--- src/design/csc_pkg.sv ---
`default_nettype none

package csc_pkg;

    // default build values
    localparam int DATA_WIDTH_DEF = 16;
    localparam int ITERATIONS_DEF = 16;

    // arctan table depth and index width
    localparam int TABLE_DEPTH = 32;
    localparam int IDX_W       = 5;

    // run length register
    localparam int RUN_W            = 16;
    localparam logic [RUN_W-1:0] RUN_LENGTH_RESET = 16'd359;

    // start value of x, 0.60735 in q2.30
    localparam logic [31:0] GAIN_Q30 = 32'd652137096;

    // atan(2^-j) in q2.30, truncated
    localparam logic [31:0] ATAN_Q30 [TABLE_DEPTH] = '{
        32'd843314856, 32'd497837829, 32'd263043836, 32'd133525158,
        32'd67021686,  32'd33543515,  32'd16775850,  32'd8388437,
        32'd4194282,   32'd2097149,   32'd1048575,   32'd524287,
        32'd262143,    32'd131071,    32'd65535,     32'd32767,
        32'd16383,     32'd8191,      32'd4095,      32'd2047,
        32'd1023,      32'd511,       32'd255,       32'd127,
        32'd63,        32'd31,        32'd15,        32'd7,
        32'd3,         32'd1,         32'd0,         32'd0
    };

    // commands from controller to datapath
    typedef struct packed {
        logic             init;      // load a new angle and the start vector
        logic             step;      // one micro-rotation
        logic             out_step;  // load the result from the current step
        logic             out_hold;  // load the result from the held vector
        logic [IDX_W-1:0] idx;       // micro-rotation index
    } t_dp_cmd;

endpackage

`default_nettype wire

--- src/design/csc_ctrl.sv ---
`default_nettype none

module csc_ctrl
    import csc_pkg::*;
#(
    parameter int ITERATIONS = ITERATIONS_DEF
) (
    input  wire logic i_clk,
    input  wire logic i_rst_n,
    input  wire logic i_s_tvalid,
    output logic      o_s_tready,
    output logic      o_m_tvalid,
    input  wire logic i_m_tready,
    output t_dp_cmd   o_cmd
);

    localparam int CNT_W = $clog2(ITERATIONS);

    typedef enum logic [1:0] {
        S_IDLE,
        S_ITER,
        S_HOLD
    } t_state;

    t_state           r_state, n_state;
    logic [CNT_W-1:0] r_cnt, n_cnt;
    logic             r_valid, n_valid;
    logic             out_free;
    logic             last_step;

    // command decode
    always_comb begin
        out_free       = !r_valid || i_m_tready;
        last_step      = (r_cnt == CNT_W'(ITERATIONS - 1));
        o_cmd.step     = (r_state == S_ITER);
        o_cmd.out_step = (r_state == S_ITER) && last_step && out_free;
        o_cmd.out_hold = (r_state == S_HOLD) && out_free;
        o_cmd.idx      = IDX_W'(r_cnt);
        o_s_tready     = (r_state == S_IDLE) || o_cmd.out_step || o_cmd.out_hold;
        o_cmd.init     = o_s_tready && i_s_tvalid;
    end

    // next state
    always_comb begin
        n_state = r_state;
        n_cnt   = r_cnt;
        n_valid = r_valid;
        if (o_cmd.out_step || o_cmd.out_hold) begin
            n_valid = 1'b1;
        end else if (i_m_tready) begin
            n_valid = 1'b0;
        end
        unique case (r_state)
            S_IDLE: begin
                n_state = S_IDLE;
            end
            S_ITER: begin
                if (last_step) begin
                    n_state = o_cmd.out_step ? S_IDLE : S_HOLD;
                end else begin
                    n_cnt = r_cnt + 1'b1;
                end
            end
            S_HOLD: begin
                if (out_free) begin
                    n_state = S_IDLE;
                end
            end
            default: begin
                n_state = S_IDLE;
            end
        endcase
        if (o_cmd.init) begin
            n_state = S_ITER;
            n_cnt   = '0;
        end
    end

    // state and registered outputs
    always_ff @(posedge i_clk) begin
        if (!i_rst_n) begin
            r_state <= S_IDLE;
            r_cnt   <= '0;
            r_valid <= 1'b0;
        end else begin
            r_state <= n_state;
            r_cnt   <= n_cnt;
            r_valid <= n_valid;
        end
    end

    assign o_m_tvalid = r_valid;

endmodule

`default_nettype wire

--- src/design/csc_datapath.sv ---
`default_nettype none

module csc_datapath
    import csc_pkg::*;
#(
    parameter int DATA_WIDTH = DATA_WIDTH_DEF,
    parameter int IN_TW      = ((DATA_WIDTH + 7) / 8) * 8,
    parameter int OUT_TW     = ((2 * DATA_WIDTH + 7) / 8) * 8
) (
    input  wire logic              i_clk,
    input  wire logic              i_rst_n,
    input  wire t_dp_cmd           i_cmd,
    input  wire logic [IN_TW-1:0]  i_angle,
    input  wire logic              i_cfg_wr_en,
    input  wire logic [RUN_W-1:0]  i_cfg_wr_data,
    output logic      [OUT_TW-1:0] o_tdata,
    output logic                   o_tlast
);

    // constants are q2.30, scaled down to the working format
    localparam int CS = 32 - DATA_WIDTH;
    localparam logic [31:0] GAIN_SHIFTED = GAIN_Q30 >> CS;
    localparam logic signed [DATA_WIDTH-1:0] X_START = GAIN_SHIFTED[DATA_WIDTH-1:0];

    logic signed [DATA_WIDTH-1:0] r_x, r_y, r_z;
    logic signed [DATA_WIDTH-1:0] n_x, n_y, n_z;
    logic signed [DATA_WIDTH-1:0] xs, ys, step_angle;
    logic        [31:0]           atan_shifted;
    logic signed [DATA_WIDTH-1:0] r_sin, r_cos;
    logic                         r_last;
    logic        [RUN_W-1:0]      r_run_length;
    logic        [RUN_W-1:0]      r_items;
    logic        [RUN_W:0]        next_items;
    logic                         run_done;

    // one micro-rotation
    always_comb begin
        atan_shifted = ATAN_Q30[i_cmd.idx] >> CS;
        step_angle   = atan_shifted[DATA_WIDTH-1:0];
        xs           = r_x >>> i_cmd.idx;
        ys           = r_y >>> i_cmd.idx;
        if (r_z[DATA_WIDTH-1]) begin
            n_x = r_x + ys;
            n_y = r_y - xs;
            n_z = r_z + step_angle;
        end else begin
            n_x = r_x - ys;
            n_y = r_y + xs;
            n_z = r_z - step_angle;
        end
    end

    // run position of the result being loaded
    always_comb begin
        next_items = {1'b0, r_items} + 1'b1;
        run_done   = (next_items >= {1'b0, r_run_length});
    end

    // working vector and residual angle
    always_ff @(posedge i_clk) begin
        if (i_cmd.init) begin
            r_x <= X_START;
            r_y <= '0;
            r_z <= i_angle[DATA_WIDTH-1:0];
        end else if (i_cmd.step) begin
            r_x <= n_x;
            r_y <= n_y;
            r_z <= n_z;
        end
    end

    // output register
    always_ff @(posedge i_clk) begin
        if (i_cmd.out_step) begin
            r_sin  <= n_y;
            r_cos  <= n_x;
            r_last <= run_done;
        end else if (i_cmd.out_hold) begin
            r_sin  <= r_y;
            r_cos  <= r_x;
            r_last <= run_done;
        end
    end

    // run length register and item count
    always_ff @(posedge i_clk) begin
        if (!i_rst_n) begin
            r_run_length <= RUN_LENGTH_RESET;
            r_items      <= '0;
        end else begin
            if (i_cfg_wr_en) begin
                r_run_length <= i_cfg_wr_data;
            end
            if (i_cmd.out_step || i_cmd.out_hold) begin
                r_items <= run_done ? '0 : next_items[RUN_W-1:0];
            end
        end
    end

    assign o_tdata = OUT_TW'({r_cos, r_sin});
    assign o_tlast = r_last;

endmodule

`default_nettype wire

--- src/design/cordic_sin_cos.sv ---
`default_nettype none

// rotation-mode cordic sine and cosine. each input beat carries one signed
// angle in radians, q2.(DATA_WIDTH-2); each output beat carries the sine and
// cosine in the same format, with tlast on the final result of every run of
// run_length angles (a run length of zero acts as one). one shared shift-add
// micro-rotation unit does one step per clock, so the block works on one angle
// at a time, from acceptance to its result in the output register.
// the next angle is taken in the cycle its predecessor's result is loaded;
// if a result is still waiting when the next one completes, the block holds
// that result and accepts nothing until the output register frees.
// no folding of angles beyond +-pi/2 is done and all arithmetic wraps.
module cordic_sin_cos
    import csc_pkg::*;
#(
    parameter int DATA_WIDTH = DATA_WIDTH_DEF,
    parameter int ITERATIONS = ITERATIONS_DEF,
    parameter int IN_TW      = ((DATA_WIDTH + 7) / 8) * 8,
    parameter int OUT_TW     = ((2 * DATA_WIDTH + 7) / 8) * 8
) (
    input  wire logic              i_clk,
    input  wire logic              i_rst_n,
    // angle input
    input  wire logic              i_s_tvalid,
    output logic                   o_s_tready,
    input  wire logic [IN_TW-1:0]  i_s_tdata,     // angle
    // result output
    output logic                   o_m_tvalid,
    input  wire logic              i_m_tready,
    output logic      [OUT_TW-1:0] o_m_tdata,     // sine, cosine
    output logic                   o_m_tlast,     // final_item
    // run length register
    input  wire logic              i_cfg_wr_en,
    input  wire logic [RUN_W-1:0]  i_cfg_wr_data
);

    t_dp_cmd cmd;

    // sequencer
    csc_ctrl #(
        .ITERATIONS (ITERATIONS)
    ) u_ctrl (
        .i_clk      (i_clk),
        .i_rst_n    (i_rst_n),
        .i_s_tvalid (i_s_tvalid),
        .o_s_tready (o_s_tready),
        .o_m_tvalid (o_m_tvalid),
        .i_m_tready (i_m_tready),
        .o_cmd      (cmd)
    );

    // rotation datapath and output register
    csc_datapath #(
        .DATA_WIDTH (DATA_WIDTH),
        .IN_TW      (IN_TW),
        .OUT_TW     (OUT_TW)
    ) u_datapath (
        .i_clk         (i_clk),
        .i_rst_n       (i_rst_n),
        .i_cmd         (cmd),
        .i_angle       (i_s_tdata),
        .i_cfg_wr_en   (i_cfg_wr_en),
        .i_cfg_wr_data (i_cfg_wr_data),
        .o_tdata       (o_m_tdata),
        .o_tlast       (o_m_tlast)
    );

    // out of reset the block is empty and ready
    a_reset_empty: assert property (@(posedge i_clk)
        !i_rst_n |=> (!o_m_tvalid && o_s_tready))
        else $error("block not empty after reset");

    // an accepted angle occupies the rotation unit, which drops input ready after accepting it
    a_busy_after_accept: assert property (@(posedge i_clk) disable iff (!i_rst_n)
        (i_s_tvalid && o_s_tready) |=> !o_s_tready)
        else $error("input accepted while rotation in progress");

    // loading a result always presents it on the output
    a_result_presented: assert property (@(posedge i_clk) disable iff (!i_rst_n)
        (cmd.out_step || cmd.out_hold) |=> o_m_tvalid)
        else $error("loaded result not presented");

    // a result is never loaded from both sources at once
    a_single_load: assert property (@(posedge i_clk) disable iff (!i_rst_n)
        !(cmd.out_step && cmd.out_hold))
        else $error("conflicting result loads");

endmodule

`default_nettype wire

--- config.mk ---
export PLATFORM = sky130hd
export DESIGN_NAME = cordic_sin_cos
export DESIGN_NICKNAME = d
export VERILOG_FILES = /design/src/design/csc_pkg.sv /design/src/design/csc_ctrl.sv /design/src/design/csc_datapath.sv /design/src/design/cordic_sin_cos.sv
export SDC_FILE = /design/constraint.sdc
export NUM_CORES = 1
export LEC_CHECK = 0
export ABC_AREA = 0
export BUFFER_PORTS_ARGS = -buffer_cell sky130_fd_sc_hd__buf_4
export CAP_MARGIN = 25
export CORE_MARGIN = 10
export CORE_UTILIZATION = 45
export CTS_CLUSTER_SIZE = 8
export DETAILED_ROUTE_END_ITERATION = 12
export PLACE_DENSITY = 0.74
export RECOVER_POWER = 25
export SETUP_SLACK_MARGIN = 0.2
export SYNTH_ARGS = -nofsm -noshare
export SYNTH_HDL_FRONTEND = slang
export SYNTH_SLANG_ARGS = --single-unit
--- constraint.sdc ---
create_clock -name i_clk -period 5.4 [get_ports i_clk]
set_input_delay 0.81 -clock i_clk [delete_from_list [all_inputs] [get_ports i_clk]]
set_output_delay 0.81 -clock i_clk [all_outputs]
set_load 0.01 [all_outputs]
Word level (Yosys, flattened, before mapping) --
Memories as Yosys holds them, arrays and structs flattened. Cells that the tools add are included.
Cells by class: add/sub/neg operators 8, order comparisons 2, equality and inequality tests 7, shift operators 2, multiplexer cells 21, bitwise operators 3, reductions and logical operators 17
Operators with widths (number):
- 2-to-1 mux 16 bit | 10
- 2-to-1 mux 32 bit | 2
- adder 16 bit | 3
- subtractor 16 bit | 3
- >>> shifter 16 x 4 -> 16 bit | 2
- adder 16 x 1 -> 17 bit (second input constant) | 1
- greater-or-equal comparator 17 x 16 -> 1 bit | 1
- greater-or-equal comparator 6 bit (second input constant) | 1
- 2-to-1 mux 2 bit | 3
- NOT 4 -> 6 bit | 1
- AND reduction 2 bit | 3
- nonzero test 2 bit | 3
- 2-to-1 mux 1 bit | 5
- adder 4 x 1 -> 4 bit (second input constant) | 1
- == test 4 bit (second input constant) | 1
- logical AND 1 bit | 4
- logical OR 1 bit | 4
- inequality test 2 x 1 -> 1 bit (second input constant) | 2
- one-hot mux 2 bit (2 select lines) | 1
- inequality test 3 x 1 -> 1 bit (second input constant) | 1
- inequality test 3 x 2 -> 1 bit (second input constant) | 1
- == test 2 x 1 -> 1 bit (second input constant) | 1
- == test 2 bit (second input constant) | 1
- zero test 2 bit | 1
- 3 further kinds | 4
Storage, ports and cells: register bits 120, bits in read-only memories 1024, bits of input ports 37, output and inout port bits 35, word-level logic and storage cells 73, memories 1
Memory list:
- (name not given) | words 32, bits a word 32, rd ports 1, clocked after memory_dff 0, write ports 0, line csc_datapath.sv:38 | atan_shifted = ATAN_Q30[i_cmd.idx] >> CS;

Longest topological paths before layout --
word-level depth 8, mapped depth 24, depth with buffers taken out 21

By module --
Synthesis repeated with hierarchy kept, for this count alone.
Unflattened totals: cells, all modules 1122, area, all modules 10126.0 µm²
Modules (own cells, without submodules):
- csc_datapath | instances 1, cells an instance 1078, area an instance 9758.1 µm², sequential area each 2752.6 µm²
- csc_ctrl | instances 1, cells an instance 44, area an instance 367.9 µm², sequential area each 140.1 µm²

Worst setup path before layout --
OpenSTA, ideal clock, no wires.
path kind reg2reg, from register u_ctrl.r_cnt[1], to register u_datapath.r_sin[15] (data pin), library setup time 0.266 ns, arrival time 4.418 ns, required time 5.134 ns, path slack 0.716 ns, cell stages (with the launch flop) 17, buffers on the path 1, period minus slack after synthesis 4.684 ns, cells stage by stage dfxtp_1 -> buf_2 -> mux2_2 -> mux4_2 -> a21oi_1 -> ha_1 -> a21oi_1 -> ha_1 -> nor2b_1 -> o31a_1 -> o41a_1 -> a221o_1 -> o41ai_1 -> o21a_1 -> a21oi_1 -> or3_1 -> xnor2_1
Between the ends: word-level cells in the longest chain between the ends 4, elaborated cells between the ends (all ways) 8, those cells by class add/sub (2); eq/ne (1); shift (1); mux (2); reduce/logical (2)
RTL lines:
- start: declaration | line csc_ctrl.sv:26 | logic [CNT_W-1:0] r_cnt, n_cnt;
- start signal: assignment | line csc_ctrl.sv:87 | r_cnt <= n_cnt;
- >>> shifter 16 x 4 -> 16 bit or == test 4 bit (tied branches) | line csc_datapath.sv:40, csc_ctrl.sv:34
- adder 16 bit, or another cell as far along | line csc_datapath.sv:48 | n_y = r_y + xs;
- 2-to-1 mux 16 bit or logical AND 1 bit (tied branches) | line csc_datapath.sv:42, csc_ctrl.sv:36
- 2-to-1 mux 16 bit * | line csc_datapath.sv:74 | if (i_cmd.out_step) begin
- end signal: assignment | line csc_datapath.sv:75 | r_sin <= n_y;
- end signal: assignment | line csc_datapath.sv:79 | r_sin <= r_y;
- end: declaration | line csc_datapath.sv:29 | logic signed [DATA_WIDTH-1:0] r_sin, r_cos;
Every way passes the cells marked *; elsewhere a longest branch is shown, timed or not. A chain may end at the register's enable or synchronous reset.

Final worst setup path --
Same ends and word-level chain as after synthesis.

==> impl_results.md <==
- Mapped Area: 9830 um^2
- Critical Path RT: 5570 ps
- DIE WIDTH: 168 um
- Fill cells: 1988
- Most common cell after layout, fill and taps aside: nand2_1
- Max-slew headroom: 27.2%
- CP max stage delay: ~540 ps
- Sequential Power Share: 22.4%
- Hold Path Depth: 2
- Antenna cell count: 0
- Primary FF master, synth: dfxtp_1
- Share of cells above drive strength 1: 12.0%
- Finished Layout Cells: 1501
- Critical Path AT: 5090 ps
- Clock power share: 18.4%
- Hold Vio Cnt, Final: 0
- Peak supply drop: 0.000235 V
- DRT Pass-1 Iters: 5
- Area Growth Syn to Fin: 13.5%
- Die H: 168 um
- Final nets: 1325
- Num ports: 72
- Post-DR wirelength/cell: 16.9 um
- WS Path Type: flip-flop to flip-flop
- Clock skew: about 12 ps
- Worst R2R End: u_datapath.r_sin[15]
- RSZ-0062 raised after global routing: no
- Reg2Reg Depth: 15
- Post-synthesis sequential area ratio: 29.4%
- Final Slew Violations: 0
- First-pass GRT wire length: just over 40 mm
- CP startpoint kind: flip-flop
- Grt ovf: 0
- Top-area cell type share of the netlist area: 15.0%
- Drt drc: 0
- WL final: 25.4 mm
- Buffer and inverter count on the worst path: 0
- GPL Wtd Cong: 0.923
- Dpl cells: 1469
- Initial DRC count: 585
- Outcome: finished clean
- CTS tree: yes
- Combinational cell fraction of total power: 59.3%
- Switching fraction of total power: 43.6%
- Crit-path most repeated cell: a21oi_1
- Post-Route Setup TNS: 0 ps
- Clock buffer depth: 2
- Reg2reg start: u_ctrl.r_cnt[1]
- Maxcap violations: 0
- FP Rows: 54
- Register Area: 2900 um^2
- Synth Register Bits: 120
- Setup Viol. Count Final: 0
- Delay-heaviest family, CP: compound AO/OA/AOI/OAI gates
- Dominant cell type by area after synthesis: edfxtp_1
- Multi-input gate area: between 6000 and 7000 um^2
- Clock latency at the later pin of the worst-skew pair: about 430 ps
- Syn avg cell area: 8.55 um^2
- Clk root buf: clkbuf_16
- Crit-path cells: mux2_2, mux4_2, a21oi_1, ha_1, a21oi_1, ha_1, nor2b_1, o31a_1, o41a_1, a221o_1, o41ai_2, o21a_1, a21oi_1, or3_1, xnor2_1
- Critical-path top delay cell: dfxtp_2
- CTS clk-pin slew, worst paths: 60 ps
- ANT nets after route: 0
- Worst-path fanout max: 15
- Number of global-route vias before repair: 8327
- Fmax: 0.203 GHz
- Dpl hpwl: between 15 and 20 mm
- Netlist cell types: 75
- Worst min path class: flip-flop to flip-flop
- Internal power: 0.00361 W
- WHS Endpoint: u_datapath.r_run_length[2]
- Finished Core Util: 51.4%
- Post-synthesis async set-or-reset flop share: 0%
- Stages on the worst setup path: 15
- Psw: around 0.0028 W
- Setup slack on the worst flop-to-flop path: 470 ps
- Initial antenna violation count: 0
- LEAKAGE: 4.79 nW
- Commonest cells after routing, fill and taps aside: 199 x nand2_1, 98 x nor2_1, 98 x a21oi_1, 77 x ha_1, 69 x dfxtp_1
- Core Footprint: 21700 um^2
- Syn Inst Count: 1149
- GRT Overall Usage: 17.6%
- Routed vias: 8566
- Post-route minimum period: 4930 ps
- Post-synth EDFFs: 49
- Port buffer count: 71
- Worst setup EP type: flip-flop
- DR vias/cell: around 5.7
- CTS H-tree lvls: 4
- Hold_buf cts: 0
- Synth area leaders: edfxtp_1 15%, dfxtp_1 14%, ha_1 9.8%, nand2_1 7.6%, xnor2_1 5.3%
- Final period util: ~90%
- Hold_sp: u_datapath.r_run_length[2]
- Initial Util: 45.3%
- Pwr Density: 574 nW/um^2
- Worst-Margin Slew: around 1100 ps
- CTS Buf Count: 17
- Largest net degree at the start of global routing: 40
- Syn Nets: between 1000 and 1500
- TritonCTS Sinks: 120
- Die ar.: 28200 um^2
- Yosys warns: 0
## kinds of logic (layout without fill, tap and decap cells)
kind of cell,after synthesis,after routing,share of synthesized area (%)
fa+ha+maj,80,80,10.4
compound gates,259,259,16.7
flops,120,120,29.4
mux,70,70,11.5
simple gates,406,406,18.3
buf+inv,115,187,4.76
xor+xnor,99,99,8.90
## power groups by stage
stage	Clock [W]	Combinational, W	Sequential (W)
5_1_grt	0.00124	0.00429	0.00145
6_report	0.00118	0.00380	0.00143
4_1_cts	0.00119	0.00378	0.00142
2_1_floorplan	0	0.00313	0.00131
3_3_place_gp	0	0.00368	0.00143
3_5_place_dp	0	0.00374	0.00144
## worst max path at each step
stage,from,to
global placement,u_ctrl.r_cnt[0],u_datapath.r_sin[15]
finish,u_ctrl.r_cnt[1],u_datapath.r_sin[15]
floorplan,u_ctrl.r_cnt[1],u_datapath.r_sin[15]
detailed placement,u_ctrl.r_cnt[0],u_datapath.r_sin[15]
global route,u_ctrl.r_cnt[1],u_datapath.r_sin[15]
CTS,u_ctrl.r_cnt[0],u_datapath.r_sin[15]
## worst reg2reg max path: stages (launching register included)
cell and delay, ps:
dfxtp_2 540, mux2_2 410, mux4_2 490, a21oi_1 250, ha_1 270, a21oi_1 260
ha_1 280, nor2b_1 140, o31a_1 270, o41a_1 360, a221o_1 350, o41ai_2 320
o21a_1 200, a21oi_1 60, or3_1 370, xnor2_1 130
## through the flow
step / total power (W) / cell area, um^2 / hold slack (ps) / worst slack (ps)
2_1_floorplan: 0.00444 / 9830 / 443 / 716
3_3_place_gp: 0.00512 / 10700 / 461 / 332
3_5_place_dp: 0.00518 / 10700 / 477 / 308
4_1_cts: 0.00640 / 11300 / 490 / 277
5_1_grt: 0.00698 / 11200 / 506 / 212
6_report: 0.00641 / 11200 / 489 / 473
## cell type report
class | instances | share of cell area (%)
Multi-Input combinational cell | 914 | 58.1
Sequential cell | 120 | 26.0
Timing Repair Buffer | 97 | 5.42
Clock buffer | 17 | 3.81
Tap cell | 280 | 3.14
Inverter | 58 | 1.95
Clock inverter | 15 | 1.58
## timing repair
action	in CTS	in global routing
buffers inserted	0	0
hold endpoints to repair	0	0
gates resized for setup	0	5
setup endpoints to repair	0	9
## routing by layer
metal / vias up / routed length, um / part of all wire (%) / track usage [%]
li1: 4230 / - / - / -
met1: 4049 / 11100 / 44 / 22.3
met2: 244 / 12300 / 48 / 29.4
met3: 43 / 1420 / 5.6 / 3.49
met4: 0 / 557 / 2.2 / 6.06
met5: - / 0 / 0 / 0
## state kept, by name, summed over array words and instances, names as in the netlist
name and flops:
u_datapath.r_items 16, u_datapath.r_cos 16, u_datapath.r_sin 16, u_datapath.o_tlast 1, u_datapath.r_x 16, u_datapath.r_z 16, u_ctrl.r_cnt 4, u_datapath.r_y 16
u_datapath.r_run_length 16, u_ctrl.o_m_tvalid 1, u_ctrl.r_state 2
## Yosys cell counts, drive strengths merged, types with 12 or more instances
library cell  count
buf              23
xor2             38
o211ai           15
a21o             13
inv              56
mux2i            29
dfxtp            71
o21ai            47
nand3            23
and3             12
clkbuf           34
nor3             14
xnor2            61
edfxtp           49
nor2             99
ha               77
nand2           199
a21oi            98
o21a             13
mux4             30
Note: power is estimated with default switching activity, not from simulation.
